<file path="src/bpa_pkg.sv">
// Buddy page allocator package: sizes, codes, command/status structs, list geometry.
// Used by every allocator module but bpa_ram; depends on nothing.
package bpa_pkg;

	localparam int MinOrder   = 12;
	localparam int MaxOrder   = 20;
	localparam int Levels     = MaxOrder - MinOrder;
	localparam int NumOrders  = Levels + 1;
	localparam int StoreDepth = (2 << Levels) - 1;
	localparam int StoreAw    = $clog2(StoreDepth);
	localparam int IdxW       = Levels;
	localparam int CntW       = Levels + 1;
	localparam int LvlW       = $clog2(NumOrders + 1);
	localparam int AddrW      = 48;
	localparam int BaseW      = 47;
	localparam int LenW       = 32;
	localparam int SizeW      = 32;

	typedef logic [LvlW-1:0]    lvl_t;
	typedef logic [StoreAw-1:0] saddr_t;
	typedef logic [IdxW-1:0]    idx_t;
	typedef logic [CntW-1:0]    cnt_t;

	typedef enum logic [1:0] {
		ST_DONE   = 2'd0,
		ST_NOFREE = 2'd1,
		ST_BAD    = 2'd2
	} status_t;

	typedef enum logic {
		CMD_ALLOC = 1'b0,
		CMD_FREE  = 1'b1
	} cmd_code_t;

	typedef enum logic [3:0] {
		OP_NONE, OP_LOAD, OP_ALLOC_POP, OP_ALLOC_IDX, OP_SPLIT, OP_SET_RES, OP_EMIT,
		OP_SRCH_INIT, OP_SRCH_RD, OP_SRCH_CMP, OP_SHIFT_INIT, OP_SHIFT_LVL,
		OP_SHIFT_RD, OP_SHIFT_WR, OP_SHIFT_END, OP_FREE_PUSH
	} dp_op_t;

	typedef enum logic [3:0] {
		S_IDLE, S_DEC, S_AIDX, S_SPLIT, S_SRCH, S_CMP, S_CHK,
		S_UNL0, S_UNL, S_SHW, S_FIN, S_OUT
	} state_t;

	typedef struct packed {
		dp_op_t  op;
		status_t st;
	} dp_cmd_t;

	typedef struct packed {
		logic is_alloc;
		logic too_big;
		logic any_free;
		logic free_bad;
		logic need_split;
		logic at_top;
		logic n_zero;
		logic match;
		logic final_full;
		logic at_kfin;
		logic shift_more;
		logic out_busy;
	} dp_sts_t;

	function automatic saddr_t list_start(lvl_t r);
		logic [StoreAw:0] span;
		span = (StoreAw+1)'(2 << Levels);
		return StoreAw'(span - (span >> r));
	endfunction

	function automatic cnt_t list_cap(lvl_t r);
		return CntW'(1) << (LvlW'(Levels) - r);
	endfunction

endpackage

</file>
<file path="src/bpa_ctrl.sv">
// Allocator controller: sequences allocate, split, buddy search, unlink and result beats.
// Depends on bpa_pkg; drives bpa_datapath through dp_cmd_t.
module bpa_ctrl
	import bpa_pkg::*;
(
	input  logic    clk,
	input  logic    arst_n,
	input  logic    in_valid,
	output logic    in_ready,
	input  dp_sts_t sts,
	output dp_cmd_t ctl
);

	state_t state_q, state_d;

	always_ff @(posedge clk or negedge arst_n) begin
		if (!arst_n) begin
			state_q <= S_IDLE;
		end else begin
			state_q <= state_d;
		end
	end

	always_comb begin
		state_d = state_q;
		case (state_q)
			S_IDLE:  if (in_valid) state_d = S_DEC;
			S_DEC: begin
				if (sts.is_alloc) begin
					state_d = (sts.too_big || !sts.any_free) ? S_OUT : S_AIDX;
				end else begin
					state_d = sts.free_bad ? S_OUT : S_SRCH;
				end
			end
			S_AIDX:  state_d = S_SPLIT;
			S_SPLIT: if (!sts.need_split) state_d = S_OUT;
			S_SRCH:  state_d = (sts.at_top || sts.n_zero) ? S_CHK : S_CMP;
			S_CMP:   state_d = S_SRCH;
			S_CHK:   state_d = sts.final_full ? S_OUT : S_UNL0;
			S_UNL0:  state_d = sts.at_kfin ? S_FIN : S_UNL;
			S_UNL:   state_d = sts.shift_more ? S_SHW : S_UNL0;
			S_SHW:   state_d = S_UNL;
			S_FIN:   state_d = S_OUT;
			S_OUT:   if (!sts.out_busy) state_d = S_IDLE;
			default: state_d = S_IDLE;
		endcase
	end

	always_comb begin
		ctl.op = OP_NONE;
		ctl.st = ST_DONE;
		case (state_q)
			S_IDLE: if (in_valid) ctl.op = OP_LOAD;
			S_DEC: begin
				if (sts.is_alloc) begin
					if (sts.too_big) begin
						ctl.op = OP_SET_RES;
						ctl.st = ST_BAD;
					end else if (!sts.any_free) begin
						ctl.op = OP_SET_RES;
						ctl.st = ST_NOFREE;
					end else begin
						ctl.op = OP_ALLOC_POP;
					end
				end else if (sts.free_bad) begin
					ctl.op = OP_SET_RES;
					ctl.st = ST_BAD;
				end else begin
					ctl.op = OP_SRCH_INIT;
				end
			end
			S_AIDX:  ctl.op = OP_ALLOC_IDX;
			S_SPLIT: ctl.op = sts.need_split ? OP_SPLIT : OP_SET_RES;
			S_SRCH:  if (!(sts.at_top || sts.n_zero)) ctl.op = OP_SRCH_RD;
			S_CMP:   ctl.op = OP_SRCH_CMP;
			S_CHK: begin
				if (sts.final_full) begin
					ctl.op = OP_SET_RES;
					ctl.st = ST_BAD;
				end else begin
					ctl.op = OP_SHIFT_INIT;
				end
			end
			S_UNL0:  ctl.op = sts.at_kfin ? OP_FREE_PUSH : OP_SHIFT_LVL;
			S_UNL:   ctl.op = sts.shift_more ? OP_SHIFT_RD : OP_SHIFT_END;
			S_SHW:   ctl.op = OP_SHIFT_WR;
			S_FIN:   ctl.op = OP_SET_RES;
			S_OUT:   if (!sts.out_busy) ctl.op = OP_EMIT;
			default: ctl.op = OP_NONE;
		endcase
	end

	assign in_ready = state_q == S_IDLE;

	a_accept_decodes: assert property (@(posedge clk) disable iff (!arst_n)
		in_valid && in_ready |=> state_q == S_DEC)
		else $error("accepted beat not decoded");

	a_result_parks: assert property (@(posedge clk) disable iff (!arst_n)
		ctl.op == OP_SET_RES |=> state_q == S_OUT)
		else $error("result set without moving to output");

	a_emit_idles: assert property (@(posedge clk) disable iff (!arst_n)
		ctl.op == OP_EMIT |=> state_q == S_IDLE && !sts.out_busy || state_q == S_IDLE)
		else $error("emit did not return to idle");

endmodule

</file>
<file path="config.mk">
export PLATFORM = sky130hd
export DESIGN_NAME = bpa_ctrl
export DESIGN_NICKNAME = d
export VERILOG_FILES = /design/src/bpa_pkg.sv /design/src/bpa_ctrl.sv
export SDC_FILE = /design/constraint.sdc
export NUM_CORES = 1
export LEC_CHECK = 0
export ABC_AREA = 1
export CAP_MARGIN = 5
export CORE_AREA = 5 5 42 44
export CTS_CLUSTER_DIAMETER = 120
export CTS_CLUSTER_SIZE = 24
export DETAILED_ROUTE_END_ITERATION = 16
export DIE_AREA = 0 0 47 49
export DONT_BUFFER_PORTS = 1
export REMOVE_ABC_BUFFERS = 1
export SETUP_SLACK_MARGIN = 0.4
export SLEW_MARGIN = 10
export SYNTH_ARGS = -nofsm -noshare
export SYNTH_HDL_FRONTEND = slang
export SYNTH_SLANG_ARGS = --single-unit
</file>
<file path="constraint.sdc">
create_clock -name clk -period 1.4 [get_ports clk]
set_input_delay 0.14 -clock clk [delete_from_list [all_inputs] [get_ports clk]]
set_output_delay 0.14 -clock clk [all_outputs]
set_load 0.05 [all_outputs]
</file>
Yosys cells after proc, flatten, opt, wreduce, memory -nomap -nowiden
Index checks and enable logic that the tools add are counted.
{ "classes": {"eq_ne": 14, "muxes": 27, "n_reduce_logical": 5} }
{ "op_table": {"columns": ["operator", "count"], "rows": [
  ["4-bit one-hot mux with 12 select lines", 2],
  ["4-bit 2-to-1 mux", 10],
  ["4-bit by 3-bit == test with 1-bit output, second input constant", 4],
  ["4-bit == test, second input constant", 4],
  ["2-bit 2-to-1 mux", 6],
  ["3-bit 2-to-1 mux", 3],
  ["4-bit by 2-bit == test with 1-bit output, second input constant", 2],
  ["6-bit 2-to-1 mux", 1],
  ["2-bit != test, second input constant", 3],
  ["5-bit 2-to-1 mux", 1],
  ["4-bit by 1-bit == test with 1-bit output, second input constant", 1],
  ["4-bit zero test", 1],
  ["2-bit one-hot mux with 2 select lines", 1],
  ["1-bit 2-to-1 mux", 3],
  ["3-bit AND reduction", 1],
  ["1-bit logical OR", 2],
  ["1-bit zero test", 1]
]} }
{ "totals": {"ff_bits": 4, "input_bits": 15, "output_inout_bits": 7, "word_cells": 47} }

Longest topological paths before layout
{ "logic_depth": {"word_depth": 5, "ltp_mapped": 8, "mapped_depth_nobuf": 8} }

Least setup slack after synthesis
No wires, ideal clock.
{ "synth_path": {"path_kind": "reg2out", "startpoint": "register state_q[2]", "endpoint": "output ctl[0] (netlist bit)", "arrival_time_ns": 2.174, "required_ns": 1.260, "slack_ns": -0.914, "path_stages_with_launch": 4, "path_buffers": 0, "path_cell_list": "dfrtp_1 -> nor2_2 -> nand2_2 -> nor4_1"} }
{ "synth_rtl": {"columns": ["item", "line", "source"], "rows": [
  ["from (decl)", "bpa_ctrl.sv:14", "state_t state_q, state_d;"],
  ["from (signal assigned)", "bpa_ctrl.sv:20", "state_q <= state_d;"],
  ["to (decl)", "bpa_ctrl.sv:11", "output dp_cmd_t ctl"]
]} }

==> reports/metrics.cfg <==
[routing]
dr_wl_met2_um=1010
wl_met1_um=718
drt-total-wl_um=1880
routed-via-count=731
firstDrtPassIters=4
wl_per_cell_um=13.1
ant_nets=0
via_per_inst=5.11
wl_met3_um=145
drc=0
drtIter0Drc=20
dr.max_layer_used=met3

[setup_path]
crit_path_end_kind=output pin
crit_required_ps=1260
worstPathArrival_ps=1530
crit_path_start_kind=register
critPathKind=register to output pin
crit_fanout=4

[cts]
clockBufferDepth=2
path_clk_slew_ps=30
clk_latency_ps=230
cts_made_buffers=3
clock_sinks=4
cts_tree=yes
root_buffer=clkbuf_4
htreeDepth=1

[yosys]
yosys_register_bits=4
synth_area_leaders=nand2_1 (24%), dfrtp_1 (18%), inv_1 (11%)
synth_top_cell_by_area=nand2_1
synth.distinct_cells=18
avgSynthCellArea_um2=5.49
netlist_area_um2=543
seq_area_frac_synth_pct=18.4
yosysTopAreaCellShare_pct=23.5
synth_warnings=0
synth_cells=99

[global_routing]
antenna_found_initial=0
grt-ovfl-total=0
grt_usage_pct=15.6
grt_start_max_net_pins=8
grt_pass1_wl_um=2750
grt_pass1_vias=722

[finish]
n_fill_cell=130
multi_input_area_um2=462
drive_gt1_share_pct=48.0
synthToLayoutAreaGrowth_pct=69.6
largest_register=state_q
final_cell_mix=nand2_1 (30), buf_4 (13), inv_1 (11)
regArea_um2=105
largest_reg_flops=4
final_common_cell=nand2_1
n_antenna_cell=0
nets=144
top_regs=state_q: 4 flops
final_cells=143

[floorplanning]
die_height_um=49
initial_core_util_pct=38.8
placement_rows=14
die-area_um2=2300
die_x_um=47
core_area_um2=1400
pin_count=22

[power]
swShare_pct=55.2
power_frac_seq_pct=11.1
clockPowerShare_pct=5.1
intPower_mw=1.21
powerDensity_nw_per_um2=2930
ir_drop_mv=1.58
leakage_nw=0.481
p_sw_mw=1.49
comb_power_share_pct=83.9

[placed_design]
dp_cells=132
hpwlAfterDp_um=1340
io_buffer_count=0
place_congestion=0.814

[timing]
tns_ps=-1370
setup-violations-final=6
layout_min_cycle_time_ps=1670
period_share_pct=119
clock-skew-final_ps=0.0351
worstMarginPinSlew_ps=210
drv_slew=0
worst_slack_ps=-272
clock.fmax_ghz=0.598
rsz0062_at_grt=true
hold_viol=0
relSlewSlack_pct=86.0

[outcome]
violations=setup timing
status=complete, but fails checks

[min_path]
hp-class=input pin to register

[job]
drv_cap=0

-- worst max-delay path, stage by stage (launching register included) --
cell and delay [ps]:
dfrtp_2 450, buf_4 160, nor2_4 100, nand2_2 70, inv_2 60, nand2_2 60, o21ai_1 80, a21oi_1 50
nand2_1 110, buf_12 140
-- synth_stat cells --
cell and instances:
nand2_1 34, inv_1 16, nor2_1 11, nand3_1 9, dfrtp_1 4, nor2_4 4, o21ai_0 4, inv_2 3
nand4_1 3, a21oi_1 2, nor2_2 2, nand2_2 1, nand3_2 1, nand3b_1 1, nor3_1 1, nor4_1 1
o2111ai_1 1, o211ai_1 1
-- through the flow --
step | power, mW | cell area [um2] | worst slack (ps) | hold slack (ps) | util (%)
floorplan | 1.42 | 543 | -914 | -156 | -
detailed placement | 2.07 | 709 | -42.9 | -155 | 50.6
CTS | 2.39 | 806 | -215 | 91.9 | 57.5
global placement | 2.06 | 709 | -27.0 | -155 | 50.6
global route | 2.89 | 921 | -366 | 69.7 | 65.7
finish | 2.69 | 921 | -272 | 73.5 | 65.7
-- per-layer routing --
| layer | global-route usage (%) | up-vias |
|---|---|---|
| met4 | 4.61 | 0 |
| met5 | 0 | - |
| li1 | - | 371 |
| met3 | 4.06 | 0 |
| met1 | 18.8 | 330 |
| met2 | 26.0 | 30 |
-- worst paths after layout --
path	from	endpoint	slack (ps)	cells after the start
max in group asynchronous	arst_n	state_q[1]$_DFFE_PN0P_	1050	1
min in group asynchronous	arst_n	state_q[3]$_DFFE_PN0P_	180	1
setup / recovery	state_q[1]$_DFFE_PN0P_	ctl[2]	-270	9
setup reg to reg	state_q[1]$_DFFE_PN0P_	state_q[0]$_DFFE_PN0P_	90	9
hold reg to reg	state_q[3]$_DFFE_PN0P_	state_q[2]$_DFFE_PN0P_	760	3
hold / removal	sts[0]	state_q[3]$_DFFE_PN0P_	70	2
-- cells by family (layout without fill, tap and decap cells) --
kind of cell,count (synthesis),after routing,share of synthesized area [%]
compound gates,8,8,8.53
buf+inv,19,47,13.1
flops,4,4,18.4
simple gates,68,68,59.9
-- power by group through the flow --
stage | logic [mW] | clock network [mW] | registers, mW
after detailed placement | 1.81 | 0 | 0.259
after global routing | 2.42 | 0.156 | 0.308
after global placement | 1.80 | 0 | 0.256
after floorplan | 1.17 | 0 | 0.251
final | 2.26 | 0.137 | 0.298
after CTS | 1.95 | 0.144 | 0.293
-- area by class of cell --
class / count / area share (%)
multi-input combinational: 76 / 50.1
timing repair buffer: 25 / 26.1
sequential: 4 / 11.4
inverter: 19 / 7.74
clock buffer: 3 / 2.45
tap: 16 / 2.17
-- repair_timing --
item | 4_1_cts | 5_1_grt
endpoints found under the hold margin | 4 | 0
hold buffers | 1 | 0
pin swaps | 4 | 11
resized for setup | 21 | 20
endpoints found under the setup margin | 11 | 11
setup buffers | 1 | 6
No activity file was read; power rests on OpenSTA's default activity.
